==> config.mk <==
export PLATFORM = sky130hd
export DESIGN_NAME = debounced_spool_and_endstop_monitor
export DESIGN_NICKNAME = d
export VERILOG_FILES = /design/src/hdl/dsem_pkg.sv /design/src/hdl/dsem_lockout.sv /design/src/hdl/debounced_spool_and_endstop_monitor.sv
export SDC_FILE = /design/constraint.sdc
export NUM_CORES = 1
export LEC_CHECK = 0
export BUFFER_PORTS_ARGS = -buffer_cell sky130_fd_sc_hd__buf_4
export CAP_MARGIN = 10
export CELL_PAD_IN_SITES_DETAIL_PLACEMENT = 0
export CELL_PAD_IN_SITES_GLOBAL_PLACEMENT = 2
export CORE_MARGIN = 2
export CORE_UTILIZATION = 40
export CTS_CLUSTER_SIZE = 28
export DETAILED_ROUTE_END_ITERATION = 12
export GPL_TIMING_DRIVEN = 0
export PLACE_DENSITY = 0.81
export SYNTH_ARGS = -nofsm -noshare
export SYNTH_HDL_FRONTEND = slang
export SYNTH_SLANG_ARGS = --single-unit
==> constraint.sdc <==
create_clock -name clk_i -period 6.4 [get_ports clk_i]
set_input_delay 0 -clock clk_i [delete_from_list [all_inputs] [get_ports clk_i]]
set_output_delay 0 -clock clk_i [all_outputs]
set_load 0.01 [all_outputs]
==> src/hdl/dsem_pkg.sv <==
// Package for the debounced spool and endstop monitor.
// Holds the opcode and register index codes, reset windows and the result type.
// No dependencies.
`timescale 1ns / 1ps

package dsem_pkg;

  localparam int unsigned WIN_W       = 32;
  localparam int unsigned CNT_W       = 32;
  localparam int unsigned NOW_W       = 32;
  localparam int unsigned OP_W        = 3;
  localparam int unsigned CFG_IDX_W   = 1;
  localparam int unsigned IN_TDATA_W  = 32;
  localparam int unsigned OUT_TDATA_W = 72;

  localparam logic [WIN_W-1:0] HALL_WINDOW_RESET    = 32'd5000;
  localparam logic [WIN_W-1:0] ENDSTOP_WINDOW_RESET = 32'd20000;

  localparam logic [CFG_IDX_W-1:0] REG_HALL_WINDOW    = 1'd0;
  localparam logic [CFG_IDX_W-1:0] REG_ENDSTOP_WINDOW = 1'd1;

  typedef enum logic [OP_W-1:0] {
    OP_HALL_EDGE   = 3'd0,
    OP_LEFT_EDGE   = 3'd1,
    OP_RIGHT_EDGE  = 3'd2,
    OP_READ_COUNT  = 3'd3,
    OP_READ_CLEAR  = 3'd4,
    OP_QUERY_LEFT  = 3'd5,
    OP_QUERY_RIGHT = 3'd6
  } op_e;

  // Packed from the top bit down; edge_accepted sits in bit 0.
  typedef struct packed {
    logic             flag_value;
    logic [CNT_W-1:0] total_value;
    logic [CNT_W-1:0] count_value;
    logic             event_side;
    logic             endstop_event;
    logic             edge_accepted;
  } res_t;

  localparam int unsigned RES_W = $bits(res_t);

endpackage

==> src/hdl/dsem_lockout.sv <==
// Time lockout for one sensor channel: last accepted time and the window test.
// Depends on dsem_pkg.
`timescale 1ns / 1ps

module dsem_lockout #(
  parameter int unsigned TIME_BITS = 32
) (
  input  logic                      clk_i,
  input  logic                      rst_ni,
  input  logic [dsem_pkg::NOW_W-1:0] now_i,
  input  logic [dsem_pkg::WIN_W-1:0] window_i,
  input  logic                      check_i,
  output logic                      pass_o
);
  import dsem_pkg::*;

  localparam int unsigned CMP_W = (TIME_BITS > WIN_W) ?
                                  ((TIME_BITS > NOW_W) ? TIME_BITS : NOW_W) :
                                  ((WIN_W > NOW_W) ? WIN_W : NOW_W);

  logic [TIME_BITS-1:0] last_q, last_d;
  logic [CMP_W-1:0]     now_ext;
  logic [TIME_BITS-1:0] now_t;
  logic [TIME_BITS-1:0] elapsed;

  assign now_ext = CMP_W'(now_i);
  assign now_t   = now_ext[TIME_BITS-1:0];
  assign elapsed = now_t - last_q;
  assign pass_o  = CMP_W'(elapsed) >= CMP_W'(window_i);

  always_comb begin
    last_d = last_q;
    if (check_i && pass_o) begin
      last_d = now_t;
    end
  end

  always_ff @(posedge clk_i or negedge rst_ni) begin
    if (!rst_ni) begin
      last_q <= '0;
    end else begin
      last_q <= last_d;
    end
  end

endmodule

==> src/hdl/debounced_spool_and_endstop_monitor.sv <==
// Debounced spool and endstop monitor: hall and two endstop lockouts, counters, flags.
// An item is held in the input register, then in the result register.
// Throughput: one item per cycle while the sink does not stall;
// the single-pass subtract and compare sets the pace.
// Reset (async, active low) clears times, counters, flags and valid bits and loads
// the hall window with 5000 us and the endstop window with 20000 us.
// Depends on dsem_pkg and dsem_lockout.
`timescale 1ns / 1ps

module debounced_spool_and_endstop_monitor #(
  parameter int unsigned TIME_BITS = 32
) (
  input  logic                               clk_i,
  input  logic                               rst_ni,
  input  logic                               cfg_we_i,
  input  logic [dsem_pkg::CFG_IDX_W-1:0]     cfg_idx_i,
  input  logic [dsem_pkg::WIN_W-1:0]         cfg_wdata_i,
  input  logic                               s_axis_tvalid,
  output logic                               s_axis_tready,
  input  logic [dsem_pkg::IN_TDATA_W-1:0]    s_axis_tdata,  // [31:0] now_us
  input  logic [dsem_pkg::OP_W-1:0]          s_axis_tuser,  // [2:0] opcode
  output logic                               m_axis_tvalid,
  input  logic                               m_axis_tready,
  // [0] edge_accepted, [1] endstop_event, [2] event_side, [34:3] count_value,
  // [66:35] total_value, [67] flag_value, [71:68] zero
  output logic [dsem_pkg::OUT_TDATA_W-1:0]   m_axis_tdata
);
  import dsem_pkg::*;

  logic             in_valid_q, in_valid_d;
  op_e              in_op_q;
  logic [NOW_W-1:0] in_now_q;
  logic             out_valid_q, out_valid_d;
  res_t             res_q, res_d;

  logic [WIN_W-1:0] hall_win_q, endstop_win_q;
  logic [CNT_W-1:0] win_cnt_q, win_cnt_d;
  logic [CNT_W-1:0] total_q, total_d;
  logic             left_flag_q, left_flag_d;
  logic             right_flag_q, right_flag_d;

  logic fire;
  logic in_take;
  logic hall_chk, left_chk, right_chk;
  logic hall_pass, left_pass, right_pass;

  assign fire          = in_valid_q && (!out_valid_q || m_axis_tready);
  assign s_axis_tready = !in_valid_q || fire;
  assign in_take       = s_axis_tvalid && s_axis_tready;

  assign hall_chk  = fire && (in_op_q == OP_HALL_EDGE);
  assign left_chk  = fire && (in_op_q == OP_LEFT_EDGE);
  assign right_chk = fire && (in_op_q == OP_RIGHT_EDGE);

  dsem_lockout #(.TIME_BITS(TIME_BITS)) u_hall (
    .clk_i, .rst_ni, .now_i(in_now_q), .window_i(hall_win_q),
    .check_i(hall_chk), .pass_o(hall_pass)
  );

  dsem_lockout #(.TIME_BITS(TIME_BITS)) u_left (
    .clk_i, .rst_ni, .now_i(in_now_q), .window_i(endstop_win_q),
    .check_i(left_chk), .pass_o(left_pass)
  );

  dsem_lockout #(.TIME_BITS(TIME_BITS)) u_right (
    .clk_i, .rst_ni, .now_i(in_now_q), .window_i(endstop_win_q),
    .check_i(right_chk), .pass_o(right_pass)
  );

  always_comb begin
    win_cnt_d    = win_cnt_q;
    total_d      = total_q;
    left_flag_d  = left_flag_q;
    right_flag_d = right_flag_q;
    res_d        = '0;
    case (in_op_q)
      OP_HALL_EDGE: begin
        if (hall_pass) begin
          win_cnt_d           = win_cnt_q + 1'b1;
          total_d             = total_q + 1'b1;
          res_d.edge_accepted = 1'b1;
        end
      end
      OP_LEFT_EDGE: begin
        if (left_pass) begin
          left_flag_d         = 1'b1;
          res_d.edge_accepted = 1'b1;
          res_d.endstop_event = 1'b1;
        end
      end
      OP_RIGHT_EDGE: begin
        if (right_pass) begin
          right_flag_d        = 1'b1;
          res_d.edge_accepted = 1'b1;
          res_d.endstop_event = 1'b1;
          res_d.event_side    = 1'b1;
        end
      end
      OP_READ_COUNT: begin
        res_d.count_value = win_cnt_q;
      end
      OP_READ_CLEAR: begin
        res_d.count_value = win_cnt_q;
        win_cnt_d         = '0;
      end
      OP_QUERY_LEFT: begin
        res_d.flag_value = left_flag_q;
        left_flag_d      = 1'b0;
      end
      OP_QUERY_RIGHT: begin
        res_d.flag_value = right_flag_q;
        right_flag_d     = 1'b0;
      end
      default: begin
      end
    endcase
    res_d.total_value = total_d;
  end

  always_comb begin
    in_valid_d = in_valid_q;
    if (in_take) begin
      in_valid_d = 1'b1;
    end else if (fire) begin
      in_valid_d = 1'b0;
    end
    out_valid_d = out_valid_q;
    if (fire) begin
      out_valid_d = 1'b1;
    end else if (m_axis_tready) begin
      out_valid_d = 1'b0;
    end
  end

  always_ff @(posedge clk_i or negedge rst_ni) begin
    if (!rst_ni) begin
      in_valid_q    <= 1'b0;
      out_valid_q   <= 1'b0;
      hall_win_q    <= HALL_WINDOW_RESET;
      endstop_win_q <= ENDSTOP_WINDOW_RESET;
      win_cnt_q     <= '0;
      total_q       <= '0;
      left_flag_q   <= 1'b0;
      right_flag_q  <= 1'b0;
    end else begin
      in_valid_q  <= in_valid_d;
      out_valid_q <= out_valid_d;
      if (cfg_we_i && (cfg_idx_i == REG_HALL_WINDOW)) begin
        hall_win_q <= cfg_wdata_i;
      end
      if (cfg_we_i && (cfg_idx_i == REG_ENDSTOP_WINDOW)) begin
        endstop_win_q <= cfg_wdata_i;
      end
      if (fire) begin
        win_cnt_q    <= win_cnt_d;
        total_q      <= total_d;
        left_flag_q  <= left_flag_d;
        right_flag_q <= right_flag_d;
      end
    end
  end

  always_ff @(posedge clk_i) begin
    if (in_take) begin
      in_op_q  <= op_e'(s_axis_tuser);
      in_now_q <= s_axis_tdata[NOW_W-1:0];
    end
    if (fire) begin
      res_q <= res_d;
    end
  end

  assign m_axis_tvalid = out_valid_q;
  assign m_axis_tdata  = {(OUT_TDATA_W - RES_W)'(0), res_q};

endmodule

## Word level (Yosys, flattened, before mapping)

Cells that the tools add are included.

- Logic and storage cells: 79
- Output and inout port bits: 74
- Memory bits (read-only): 0
- Memories kept: 0
- Register bits after elaboration: 331
- Latch bits: 0
- Bits of input ports: 73
- RAM bits: 0

- Bitwise logic cells: 1
- Multipliers: 0
- Reduce and logical (&&, ||, !) cells: 24
- Divide/modulo/power cells: 0
- Add/subtract/negate cells: 5
- Shift operators: 0
- Multiplexer cells: 18
- Order comparisons: 3
- Eq/ne operators: 9

Operator list:

| cell | count |
|---|---|
| 32-bit greater-or-equal comparator | 3 |
| 32-bit 2-to-1 mux | 3 |
| 32-bit subtractor | 3 |
| 32-bit by 1-bit adder with 32-bit output, second input constant | 2 |
| 32-bit one-hot mux with 2 select lines | 1 |
| 1-bit logical AND | 10 |
| 2-bit nonzero test | 5 |
| 3-bit == test, second input constant | 3 |
| 3-bit AND reduction | 3 |
| 1-bit one-hot mux with 2 select lines | 4 |
| 1-bit 2-to-1 mux | 7 |
| 3-bit by 2-bit == test with 1-bit output, second input constant | 2 |
| 2-bit by 1-bit != test with 1-bit output, second input constant | 3 |
| 3-bit by 1-bit == test with 1-bit output, second input constant | 1 |
| 3-bit zero test | 1 |
| 3-bit 2-to-1 mux | 1 |
| 1-bit one-hot mux with 3 select lines | 1 |
| 1-bit zero test | 2 |
| 1-bit logical OR | 2 |
| 2-bit 2-to-1 mux | 1 |
| 2-bit OR reduction | 1 |
| 1-bit NOT | 1 |

## Depth between registers and ports, before layout

Gate-level depths: netlist of the first run.

- Depth after elaboration: 6
- Mapped depth: 25

## By module

Synthesis of the first run repeated with hierarchy kept, for this count alone.

- Cells, all modules: 2,120
- Area, all modules: 21,685.8 um^2

By module, submodules not included:

| module | cells each | sequential area each (um^2) | times used | area an instance (um^2) |
|---|---|---|---|---|
| debounced_spool_and_endstop_monitor | 711 | 6,408.6 | 1 | 9,600.5 |
| dsem_lockout at u_left ... | 484 | 800.8 | 2 | 4,164.0 |
| dsem_lockout at u_hall | 441 | 800.8 | 1 | 3,757.4 |

## Worst setup path after synthesis of the first run

Ideal clock, no wire load.

- Path kind: register -> register
- Start: reg in_now_q[0]
- End: reg u_hall.last_q[10]
- Path slack: 1.682 ns
- Arrival time: 4.591 ns
- Stages on the path, launching flop included: 26
- Setup time: 0.128 ns
- Clock period less this slack: 4.718 ns
- Cell sequence: edfxtp_1 > inv_1 > ha_1 > inv_1 > fa_1 > a21o_1 > a21oi_1 > nor2b_1 > o21ai_1 > o21ai_1 > a21o_1 > a221o_1 > a21oi_1 > xnor2_1 > ha_1 > a21o_1 > a21o_1 > a21oi_1 > o21ai_1 > a211o_1 > a21oi_1 > o21bai_1 > clkbuf_1 > nand2_2 > buf_4 > mux2_1

- Word-level cells in the longest chain between the ends: 3

RTL lines:

| element | RTL line | RTL |
|---|---|---|
| from (decl) | debounced_spool_and_endstop_monitor.sv:32 | `logic [NOW_W-1:0] in_now_q;` |
| from (signal assigned) | debounced_spool_and_endstop_monitor.sv:166 | `in_now_q <= s_axis_tdata[NOW_W-1:0];` |
| 32-bit subtractor | dsem_lockout.sv:28 | `assign elapsed = now_t - last_q;` |
| 32-bit greater-or-equal comparator | dsem_lockout.sv:29 | `assign pass_o = CMP_W'(elapsed) >= CMP_W'(window_i);` |
| 1-bit logical AND | dsem_lockout.sv:33 | `if (check_i && pass_o) begin` |
| to (signal assigned) | dsem_lockout.sv:42 | `last_q <= last_d;` |
| to (decl) | dsem_lockout.sv:21 | `logic [TIME_BITS-1:0] last_q, last_d;` |

No other way between the ends.
A chain may end at the register's enable or synchronous reset.

==> out/qor.txt, run 1 <==
CTS tree: done
Final nets: 2561
htree depth: 2
post-synthesis sequential area ratio: 0.434
Syn-to-layout area delta: 21.0%
Initial Utilization: 0.405
Max-Cap Viols: 0
Final Total Pwr: 11000 uW
Filler Cell Count: 4640
Reg area: 8810 um2
DRT Pass-1 Iters: 4
Finish-stage setup viols: 0
Final Cycle Share: 0.930
Worst Hold Class: in2reg
Max Transition Viols Final: 0
IO Port Bufs: 142
RSZ-0062 raised after global routing: no
cell area after synthesis: 20300 um2
worst-margin pin slew: 1.31 ns
Req. time, crit path: 6.71 ns
Max-slew headroom: 0.122
Synth async-reset ratio: 0.689
leakage: 0.0110 uW
Post-Route WL: 54600 um
ys flop type: dfrtp_1
Avg WL per Cell: 18.2 um
via count: 15800
post-CTS setup repair buffer count: 0
fmax: 0.168 GHz
critical path startpoint category: flip-flop
Die W: 229 um
CTS sink cnt: 331
CP Max Fanout: 10
clk buf depth: 3
setup TNS: 0 ns
post-synthesis register bit count: 331
total routing usage reported by global routing: 0.208
Rows: 82
Avg Inst Size Synth: 9.99 um2
Synth area leaders: dfrtp_1, edfxtp_1, ha_1
WS Path Type: reg2reg
share of layout cells above drive strength 1: 0.131
1st-iter DRT viols: 919
Yosys top cell by area: dfrtp_1
crit path time final: 5.95 ns
number of diodes: 0
TritonCTS Buffers: 41
clk_skew: 0.0206 ns
Boundary Pins: 147
Die ar.: 52500 um2
initial antenna violation count: 1
cell count after synthesis: 2030
peak supply drop: 0.000246 V
clk slew on worst S/H paths: 0.06 ns
placed cell areas: 22300 um2
arrival time at the worst endpoint: 6.26 ns
number of synthesized flops with an enable pin: 103
Power Dens Cells: 447 nW/um2
Routed Antenna Nets: 0
GR Overflow Total: 0
Die Y: 229 um
core box area: 50100 um2
dpl hpwl: 41300 um
global-route wire length before repair: 86400 um
Worst-Skew Late Latency: 0.58 ns
yosys warns: 0
Worst setup EP type: flip-flop
WHS: 0.143 ns
post-synth top area share: 0.269
Placer Congestion: 0.868
Via-to-Cell Ratio: 5.25
fin area: 24600 um2
run status: finished clean
area occupied by multi-input gates: 10500 um2
Final Hold Viols: 0
distinct cell type count after synthesis: 82
DRC Markers: 0
largest net degree at the start of global routing: 102
vias in the first global route: 15700
root buffer cell: clkbuf_16
worst paths after layout:
kind | from | endpoint | slack (ns) | cells past startpoint
worst max-delay path | in_now_q[1]$_DFFE_PP_ | m_axis_tdata[39]$_DFFE_PP_ | 0.45 | 18
worst min-delay path | s_axis_tdata[17] | in_now_q[17]$_DFFE_PP_ | 0.14 | 2
worst max register to register | in_now_q[1]$_DFFE_PP_ | m_axis_tdata[39]$_DFFE_PP_ | 0.45 | 18
worst min register to register | total_q[31]$_DFFE_PN0P_ | total_q[31]$_DFFE_PN0P_ | 0.49 | 1
max in group asynchronous | rst_ni | endstop_win_q[3]$_DFFE_PN0P_ | 4.95 | 5
min in group asynchronous | rst_ni | u_hall.last_q[27]$_DFFE_PN0P_ | 0.50 | 4
placed cells by master (no fill, tap or decap), drive strengths merged, types with 71 or more instances in the layout:
cell         instances
dfrtp              218
inv                196
ha                 191
buf                178
o21ai              157
nand3              135
xnor2              129
nand2              114
a21oi              106
edfxtp             103
clkbuf              88
nor2                72
dlygate4sd3         72
mux2                71
cells by family after synthesis:
family | after synthesis | synth area share
muxes | 74 | 0.0409
xor gates and xnor gates | 146 | 0.0630
buffers and inverters | 266 | 0.0512
DFF | 331 | 0.434
adders and majority gates | 194 | 0.121
AOI/OAI and AO/OA | 475 | 0.148
and+or+nand+nor | 543 | 0.141
other | 1 | 0.000185
per-stage QoR:
step           std cells  setup slack [ns]  utilization
3_5_place_dp        2850            0.0407        0.445
6_report            2999             0.447        0.490
4_1_cts             2999            0.0227        0.490
5_1_grt             2999            0.0896        0.490
3_3_place_gp        2847             0.139        0.444
2_1_floorplan       2033              1.68            -
cell usage after synthesis (10+ instances only):
cell      count
a211oi_1     15
a21o_1       59
a21oi_1     106
and2_1       44
and3_1       30
buf_1        11
buf_2        12
clkbuf_1     42
dfrtp_1     218
dfstp_2      10
edfxtp_1    103
ha_1        191
inv_1       193
mux2_1       35
mux2_2       36
nand2_1     112
nand2b_1     14
nand3_1     135
nand4_1      39
nor2_1       72
nor2b_1      14
nor3_1       13
o211ai_1     26
o21a_1       23
o21ai_0      77
o21ai_1      80
o21bai_1     15
o31ai_1      10
or3_1        11
or4_1        23
xnor2_1     129
xor2_1       17
report_power, final:
part           total (uW)  switching (uW)  internal (uW)
logic                5570            3230           2350
registers            2830             193           2640
clock network        2570             963           1610
total               11000            4380           6600
area by class of cell:
cell class	count	share of cell area
Inverter	194	0.0298
Timing Repair Buffer	218	0.0769
Sequential cell	331	0.359
Clock buffer	48	0.0437
Buffer	72	0.0127
Tap cell	672	0.0342
Clock inverter	28	0.0174
Multi-Input combinational cell	1436	0.426
state kept, by name, summed over array words and instances, names as in the netlist:
signal,cells
right_flag_q,1
in_valid_q,1
hall_win_q,32
win_cnt_q,32
u_left.last_q,32
endstop_win_q,32
in_now_q,32
total_q,32
left_flag_q,1
m_axis_tvalid,1
m_axis_tdata,68
u_right.last_q,32
u_hall.last_q,32
in_op_q,3
worst max-delay path: stages, from the launching register on:
cell and delay, ns:
edfxtp_1 0.59, ha_1 0.36, nor2b_1 0.14, o31a_1 0.27, or4_1 0.55, nand3_1 0.27, nand3_1 0.12, a21oi_1 0.38
a21oi_1 0.22, o2111ai_1 0.22, o211ai_1 0.13, ha_1 0.32, nand4_1 0.14, o21ai_0 0.54, o21bai_1 0.20, clkbuf_1 0.37
buf_1 0.50, nand3_1 0.17, xnor2_1 0.18
routing by layer:
layer  routed length, um  up-vias  GRT usage
met5                   0        -          0
met4                1210        0     0.0580
li1                    -     7809          -
met1               25800     7592      0.286
met2               25600      282      0.344
met3                1980       70     0.0278
what timing repair did:
action	CTS	global route
setup endpoints to repair	0	97
resized for setup	0	10
hold endpoints to repair	223	0
hold buffers	73	0
Power figures use the tool's default switching activity.
==> run 2: changes to the inputs <==
--- a/config.mk
+++ b/config.mk
@@ -5,16 +5,17 @@
 export SDC_FILE = /design/constraint.sdc
 export NUM_CORES = 1
 export LEC_CHECK = 0
+export ABC_AREA = 1
 export BUFFER_PORTS_ARGS = -buffer_cell sky130_fd_sc_hd__buf_4
 export CAP_MARGIN = 10
 export CELL_PAD_IN_SITES_DETAIL_PLACEMENT = 0
 export CELL_PAD_IN_SITES_GLOBAL_PLACEMENT = 2
 export CORE_MARGIN = 2
-export CORE_UTILIZATION = 40
+export CORE_UTILIZATION = 37
 export CTS_CLUSTER_SIZE = 28
 export DETAILED_ROUTE_END_ITERATION = 12
 export GPL_TIMING_DRIVEN = 0
-export PLACE_DENSITY = 0.81
+export PLACE_DENSITY = 0.82
 export SYNTH_ARGS = -nofsm -noshare
 export SYNTH_HDL_FRONTEND = slang
 export SYNTH_SLANG_ARGS = --single-unit
==> out/qor.txt, run 2 <==
DP Worst Slack: 1.33 ns (was 0.0407 ns)
Final WS setup: 1.31 ns (was 0.447 ns)
number of synthesized flops with an enable pin: 103 (unchanged)
vias in the first global route: 19600 (was 15700)
max FFs per register: 68 (unchanged)
dpl hpwl: 56500 um (was 41300 um)
Post-Route WL: 71600 um (was 54600 um)
crit path time final: 5.09 ns (was 5.95 ns)
clk_skew: 0.0155 ns (was 0.0206 ns)
Finish-stage setup viols: 0 (unchanged)
Power Dens Cells: 437 nW/um2 (was 447 nW/um2)
core box area: 59100 um2 (was 50100 um2)
Initial Utilization: 0.375 (was 0.405)
Final Hold Viols: 0 (unchanged)
Synth async-reset ratio: 0.689 (unchanged)
Rows: 89 (was 82)
Most common cell on crit path: nand2_1 (was nand3_1)
distinct cell type count after synthesis: 46 (was 82)
Clock Power Share: 0.212 (was 0.235)
Boundary Pins: 147 (unchanged)
post-synthesis sequential area ratio: 0.398 (was 0.434)
CTS sink cnt: 331 (unchanged)
GR Overflow Total: 0 (unchanged)
setup TNS: 0 ns (unchanged)
Commonest cells post-synth: nand2_1, inv_1, nor2_1 (was dfrtp_1, inv_1, ha_1)
commonest non-fill, non-tap cell in the layout: nand2_1 (was dfrtp_1)
TritonCTS Buffers: 41 (unchanged)
RSZ-0062 raised after global routing: no (unchanged)
Pint: 6410 uW (was 6600 uW)
DRT Pass-1 Iters: 8 (was 4)
Synth area leaders: dfrtp_1, edfxtp_1, nand2_1 (was dfrtp_1, edfxtp_1, ha_1)
peak supply drop: 0.000236 V (was 0.000246 V)
Reg-to-Reg Start: in_now_q[0]$_DFFE_PP_ (was in_now_q[1]$_DFFE_PP_)
1st-iter DRT viols: 1355 (was 919)
Req. time, crit path: 6.88 ns (was 6.71 ns)
fmax: 0.196 GHz (was 0.168 GHz)
Sw Ratio: 0.446 (was 0.399)
Via-to-Cell Ratio: 4.99 (was 5.25)
Avg Inst Size Synth: 7.71 um2 (was 9.99 um2)
Crit-path slowest cell: fa_1 (was edfxtp_1)
cell count after synthesis: 2874 (was 2030)
Yosys top cell by area: dfrtp_1 (unchanged)
Reg area: 8810 um2 (unchanged)
Die Y: 249 um (was 229 um)
Hold Path Depth: 5 (was 2)
total routing usage reported by global routing: 0.231 (was 0.208)
area occupied by multi-input gates: 11200 um2 (was 10500 um2)
clk slew on worst S/H paths: 0.06 ns (about the same)
cell with the most instances after synthesis: nand2_1 (was dfrtp_1)
post-synth top area share: 0.246 (was 0.269)
commonest cells after routing, fill and taps aside: nand2_1, inv_1, nor2_1 (was dfrtp_1, inv_1, ha_1)
min-delay src: cfg_idx_i (was s_axis_tdata[17])
R2R depth: 24 (was 18)
post-CTS setup repair buffer count: 0 (unchanged)
leakage: 0.0128 uW (was 0.0110 uW)
DRC Markers: 0 (unchanged)
slowest stage delay, CP: 0.40 ns (was 0.59 ns)
via count: 19700 (was 15800)
cts repair resizes: 0 (unchanged)
number of diodes: 0 (unchanged)
cell area after synthesis: 22200 um2 (was 20300 um2)
Die ar.: 61800 um2 (was 52500 um2)
Flop pwr share: 0.260 (was 0.258)
share of layout cells above drive strength 1: 0.102 (was 0.131)
flop2flop setup slack: 1.31 ns (was 0.45 ns)
CTS tree: done (unchanged)
Filler Cell Count: 5929 (was 4640)
endpoint of the worst-slack reg-to-reg timing path: u_left.last_q[21]$_DFFE_PN0P_ (was m_axis_tdata[39]$_DFFE_PP_)
root buffer cell: clkbuf_16 (unchanged)
Worst Hold Class: in2reg (unchanged)
post-synthesis register bit count: 331 (unchanged)
hold_buf cts: 75 (was 73)
IO Port Bufs: 142 (unchanged)
run status: finished clean (unchanged)
Die W: 249 um (was 229 um)
htree depth: 2 (unchanged)
Syn-to-layout area delta: 19.5% (was 21.0%)
Max Transition Viols Final: 0 (unchanged)
worst-margin pin slew: 0.716 ns (was 1.31 ns)
Worst setup EP type: flip-flop (unchanged)
global-route wire length before repair: 111000 um (was 86400 um)
Routed Antenna Nets: 0 (unchanged)
Max-slew headroom: 0.517 (was 0.122)
initial antenna violation count: 1 (unchanged)
yosys warns: 0 (unchanged)
critical path startpoint category: flip-flop (unchanged)
Worst-Skew Late Latency: 0.58 ns (about the same)
ys flop type: dfrtp_1 (unchanged)
Avg WL per Cell: 18.1 um (was 18.2 um)
Max-Cap Viols: 0 (unchanged)
logic gate share of total power: 0.528 (was 0.507)
Switch Pwr: 5170 uW (was 4380 uW)
clk buf depth: 3 (unchanged)
WS Path Type: reg2reg (unchanged)
largest net degree at the start of global routing: 111 (was 102)
hold endpoint: hall_win_q[25]$_DFFE_PN0P_ (was in_now_q[17]$_DFFE_PP_)
Placer Congestion: 0.922 (was 0.868)
arrival time at the worst endpoint: 5.57 ns (was 6.26 ns)
CP Max Fanout: 10 (unchanged)
critical path, cell by cell: inv_1, ha_1, inv_1, fa_1, nand3_1, nand2_1, a21oi_1, o21ai_0, nand2_1, nand2_1, nand3_1, nand2_1, xor2_1, ha_1, nand2_1, nor2_1, nand2_1, nor2_1, nand4_1, nand3_1, nand2_1, buf_2, clkbuf_1, o21ai_0 (was ha_1, nor2b_1, o31a_1, or4_1, nand3_1, nand3_1, a21oi_1, a21oi_1, o2111ai_1, o211ai_1, ha_1, nand4_1, o21ai_0, o21bai_1, clkbuf_1, buf_1, nand3_1, xnor2_1)
Final nets: 3408 (was 2561)
Final Cycle Share: 0.795 (was 0.930)
==> run 2: through the flow <==
stage                     hold slack (ns)  power [uW]  std cells   util  area (um2)
after floorplan                    -0.296        7320       2877      -       22200
after global placement              0.178        8950       3792  0.409       24200
after detailed placement           -0.112        9080       3796  0.411       24300
after CTS                          0.0207       11700       3947  0.448       26500
after global routing               0.0939       12700       3947  0.448       26500
final                              0.0557       11600       3947  0.448       26500
==> run 2: worst max path at each step <==
stage / from / endpoint / slack (ns) / cells after the start
after global placement: in_now_q[0]$_DFFE_PP_ / u_left.last_q[28]$_DFFE_PN0P_ / 1.35 / 25
after detailed placement: in_now_q[0]$_DFFE_PP_ / u_left.last_q[21]$_DFFE_PN0P_ / 1.33 / 24
after global routing: in_now_q[0]$_DFFE_PP_ / u_left.last_q[17]$_DFFE_PN0P_ / 0.99 / 24
after CTS: in_now_q[0]$_DFFE_PP_ / u_left.last_q[21]$_DFFE_PN0P_ / 1.29 / 24
final: in_now_q[0]$_DFFE_PP_ / u_left.last_q[21]$_DFFE_PN0P_ / 1.31 / 24
after floorplan: in_now_q[0]$_DFFE_PP_ / m_axis_tdata[63]$_DFFE_PP_ / 2.88 / 24
==> run 2: worst max-delay path, delay by kind of cell, from the launching register on <==
kind,cells,cell delay [ns]
and+or+nand+nor,13,1.91
AOI/OAI and AO/OA,3,0.88
adders and majority gates,3,0.87
buffers and inverters,4,0.80
DFF,1,0.35
xor gates and xnor gates,1,0.18
==> run 2: cells by family after synthesis <==
family                     after synthesis  synth area share
xor gates and xnor gates               104            0.0411
DFF                                    331             0.398
other                                    1          0.000169
and+or+nand+nor                       1235             0.236
buffers and inverters                  534            0.0965
adders and majority gates              194             0.111
AOI/OAI and AO/OA                      475             0.118
==> run 2: area by class of cell <==
type / count / area share
Tap cell: 773 / 0.0365
Multi-Input combinational cell: 2012 / 0.424
Inverter: 466 / 0.0661
Buffer: 68 / 0.0148
Clock inverter: 19 / 0.00992
Sequential cell: 331 / 0.333
Timing Repair Buffer: 221 / 0.0731
Clock buffer: 57 / 0.0433
==> run 2: power groups by stage <==
stage	clock network [uW]	logic (uW)	registers, uW
floorplan	0	4360	2950
global placement	0	5920	3030
detailed placement	0	6040	3040
CTS	2530	6120	3010
global route	2600	6990	3070
finish	2460	6110	3010
==> run 2: per-layer routing <==
| metal | wire [um] | global-route usage | vias up |
|---|---|---|---|
| met5 | 0 | 0 | - |
| met4 | 1830 | 0.0639 | 0 |
| li1 | - | - | 9872 |
| met1 | 35300 | 0.338 | 9312 |
| met2 | 31200 | 0.362 | 443 |
| met3 | 3220 | 0.0252 | 88 |
==> run 3: changes to the inputs <==
--- a/config.mk
+++ b/config.mk
@@ -5,17 +5,17 @@
 export SDC_FILE = /design/constraint.sdc
 export NUM_CORES = 1
 export LEC_CHECK = 0
-export ABC_AREA = 1
+export ABC_AREA = 0
 export BUFFER_PORTS_ARGS = -buffer_cell sky130_fd_sc_hd__buf_4
 export CAP_MARGIN = 10
 export CELL_PAD_IN_SITES_DETAIL_PLACEMENT = 0
 export CELL_PAD_IN_SITES_GLOBAL_PLACEMENT = 2
 export CORE_MARGIN = 2
-export CORE_UTILIZATION = 37
+export CORE_UTILIZATION = 36
 export CTS_CLUSTER_SIZE = 28
 export DETAILED_ROUTE_END_ITERATION = 12
 export GPL_TIMING_DRIVEN = 0
-export PLACE_DENSITY = 0.82
+export PLACE_DENSITY = 0.77
 export SYNTH_ARGS = -nofsm -noshare
 export SYNTH_HDL_FRONTEND = slang
 export SYNTH_SLANG_ARGS = --single-unit
==> constraint.sdc (replaced) <==
create_clock -name clk_i -period 4.2 [get_ports clk_i]
set_input_delay 0 -clock clk_i [delete_from_list [all_inputs] [get_ports clk_i]]
set_output_delay 0 -clock clk_i [all_outputs]
set_load 0.01 [all_outputs]
==> out/qor.txt, run 3 (synthesized netlist as in run 1, its figures left out) <==
commonest non-fill, non-tap cell in the layout: buf_4 (was nand2_1)
Clock Power Share: 0.186 (was 0.212)
Die W: 241 um (was 249 um)
largest net degree at the start of global routing: 118 (was 111)
max FFs per register: 68 (unchanged)
commonest cells after routing, fill and taps aside: buf_4, dfrtp_1, inv_1 (was nand2_1, inv_1, nor2_1)
Via-to-Cell Ratio: 5.07 (was 4.99)
Flop pwr share: 0.217 (was 0.260)
GR Overflow Total: 0 (unchanged)
Routed Antenna Nets: 0 (unchanged)
root buffer cell: clkbuf_16 (unchanged)
CTS sink cnt: 331 (unchanged)
DRT Pass-1 Iters: 4 (was 8)
share of layout cells above drive strength 1: 0.278 (was 0.102)
Final Core Density: 0.496 (was 0.448)
Syn-to-layout area delta: 37.0% (was 19.5%)
peak supply drop: 0.000366 V (was 0.000236 V)
core box area: 56100 um2 (was 59100 um2)
Pint: 12200 uW (was 6410 uW)
Rows: 87 (was 89)
htree depth: 2 (unchanged)
placed cells: 2935 (was 3796)
slowest stage delay, CP: 0.42 ns (was 0.40 ns)
Worst Hold Class: in2async (was in2reg)
Boundary Pins: 147 (unchanged)
Worst-Skew Late Latency: 0.57 ns (was 0.58 ns)
failing checks: setup timing
Initial Utilization: 0.362 (was 0.375)
Max Transition Viols Final: 0 (unchanged)
TritonCTS Buffers: 42 (was 41)
WP buf/inv: 6 (was 4)
dpl hpwl: 40300 um (was 56500 um)
Req. time, crit path: 4.49 ns (was 6.88 ns)
leakage: 0.0124 uW (was 0.0128 uW)
Avg WL per Cell: 17.6 um (was 18.1 um)
Crit-path slowest cell: edfxtp_1 (was fa_1)
Final Hold Viols: 0 (unchanged)
global-route wire length before repair: 87600 um (was 111000 um)
crit path time final: 4.81 ns (was 5.09 ns)
via count: 16300 (was 19700)
DRC Markers: 0 (unchanged)
Switch Pwr: 7680 uW (was 5170 uW)
Power Dens Cells: 716 nW/um2 (was 437 nW/um2)
Final WS setup: -0.613 ns (was 1.31 ns)
Max-slew headroom: 0.218 (was 0.517)
initial antenna violation count: 1 (unchanged)
total routing usage reported by global routing: 0.194 (was 0.231)
Max-Cap Viols: 0 (unchanged)
Placer Congestion: 0.842 (was 0.922)
CP Max Fanout: 9 (was 10)
WS Path Type: reg2reg (unchanged)
RSZ-0062 raised after global routing: yes (was no)
1st-iter DRT viols: 933 (was 1355)
Die Y: 241 um (was 249 um)
critical path startpoint category: flip-flop (unchanged)
Finish-stage setup viols: 197 (was 0)
vias in the first global route: 16100 (was 19600)
Sw Ratio: 0.386 (was 0.446)
clk buf depth: 3 (unchanged)
Final nets: 2690 (was 3408)
endpoint of the worst-slack reg-to-reg timing path: m_axis_tdata[51]$_DFFE_PP_ (was u_left.last_q[21]$_DFFE_PN0P_)
fmax: 0.208 GHz (was 0.196 GHz)
Final Total Pwr: 19900 uW (was 11600 uW)
IO Port Bufs: 142 (unchanged)
clk slew on worst S/H paths: 0.06 ns (about the same)
Finished Layout Cells: 3216 (was 3947)
Reg area: 8810 um2 (unchanged)
clk_skew: 0.0189 ns (was 0.0155 ns)
arrival time at the worst endpoint: 5.11 ns (was 5.57 ns)
Reg-to-Reg Start: in_now_q[1]$_DFFE_PP_ (was in_now_q[0]$_DFFE_PP_)
logic gate share of total power: 0.596 (was 0.528)
CP top delay family: compound AO/OA/AOI/OAI gates (was simple AND/OR/NAND/NOR gates)
Filler Cell Count: 5085 (was 5929)
area occupied by multi-input gates: 12000 um2 (was 11200 um2)
R2R depth: 26 (was 24)
CTS tree: done (unchanged)
flop2flop setup slack: -0.61 ns (was 1.31 ns)
Die ar.: 58300 um2 (was 61800 um2)
Post-Route WL: 56700 um (was 71600 um)
Worst setup EP type: flip-flop (unchanged)
Most common cell on crit path: a21o_1 (was nand2_1)
Final Cycle Share: 1.15 (was 0.795)
run status: complete, but fails checks (was finished clean)
worst-margin pin slew: 1.17 ns (was 0.716 ns)
run 3: worst register-to-register path: stages (launching register included):
cell and delay (ns):
edfxtp_1 0.42, buf_6 0.16, buf_6 0.11, fa_2 0.38, a21o_1 0.17, a21oi_2 0.17, nor2b_2 0.08, o21ai_4 0.19
o21ai_4 0.09, a21o_1 0.19, a221o_1 0.31, a21oi_2 0.15, xnor2_1 0.09, ha_2 0.17, a21o_1 0.16, a21o_1 0.16
a21oi_2 0.17, o21ai_2 0.10, a211o_1 0.27, a21oi_4 0.16, o21bai_1 0.10, clkbuf_8 0.17, buf_6 0.13, buf_4 0.13
clkbuf_16 0.15, nand2_1 0.07, xnor2_1 0.10
run 3: power groups by stage:
stage	combinational, uW	sequential [uW]	clock, uW
3_3_place_gp	8470	4360	0
4_1_cts	11000	4320	3820
6_report	11900	4320	3700
3_5_place_dp	8600	4380	0
5_1_grt	13100	4400	3960
2_1_floorplan	6580	4320	0
run 3: how the worst max path moves through the flow:
| stage | from | end | slack, ns | cells after the start |
|---|---|---|---|---|
| 2_1_floorplan | in_now_q[1]$_DFFE_PP_ | u_hall.last_q[10]$_DFFE_PN0P_ | -0.17 | 22 |
| 3_3_place_gp | in_now_q[1]$_DFFE_PP_ | u_right.last_q[29]$_DFFE_PN0P_ | -1.27 | 18 |
| 3_5_place_dp | in_now_q[1]$_DFFE_PP_ | u_right.last_q[25]$_DFFE_PN0P_ | -1.33 | 18 |
| 4_1_cts | in_now_q[1]$_DFFE_PP_ | u_hall.last_q[27]$_DFFE_PN0P_ | -0.65 | 26 |
| 5_1_grt | in_now_q[15]$_DFFE_PP_ | win_cnt_q[7]$_DFFE_PN0P_ | -0.77 | 24 |
| 6_report | in_now_q[1]$_DFFE_PP_ | m_axis_tdata[51]$_DFFE_PP_ | -0.61 | 26 |
run 3: final cells by class:
class | count | share of cell area
multi-input combinational | 1436 | 0.432
sequential | 331 | 0.317
timing repair buffer | 352 | 0.118
clock buffer | 57 | 0.0447
tap | 756 | 0.0340
inverter | 194 | 0.0263
buffer | 66 | 0.0207
clock inverter | 21 | 0.00698
antenna | 3 | 0.000270
run 3: per-stage QoR:
step	area (um2)	hold WS, ns	worst slack [ns]	TNS, ns
6_report	27800	0.0388	-0.613	-94.55
5_1_grt	27800	0.0411	-0.774	-132.24
4_1_cts	26900	0.0184	-0.651	-102.94
3_5_place_dp	22600	-0.115	-1.33	-201.55
3_3_place_gp	22500	0.178	-1.27	-199.76
2_1_floorplan	20500	-0.296	-0.168	-6.89
run 3: routing by layer:
metal	wire, um	up-vias	track usage
met5	0	-	0
met4	1720	0	0.0660
met3	2010	89	0.0280
met2	26700	265	0.323
met1	26300	7874	0.257
li1	-	8087	-
run 3: what timing repair did:
action                                  4_1_cts  5_1_grt
pin swaps                                    80       88
endpoints found under the hold margin       324        0
resized for setup                           235      124
cloned                                       13        3
setup buffers                                94       32
hold buffers                                 72        0
endpoints found under the setup margin      197      197
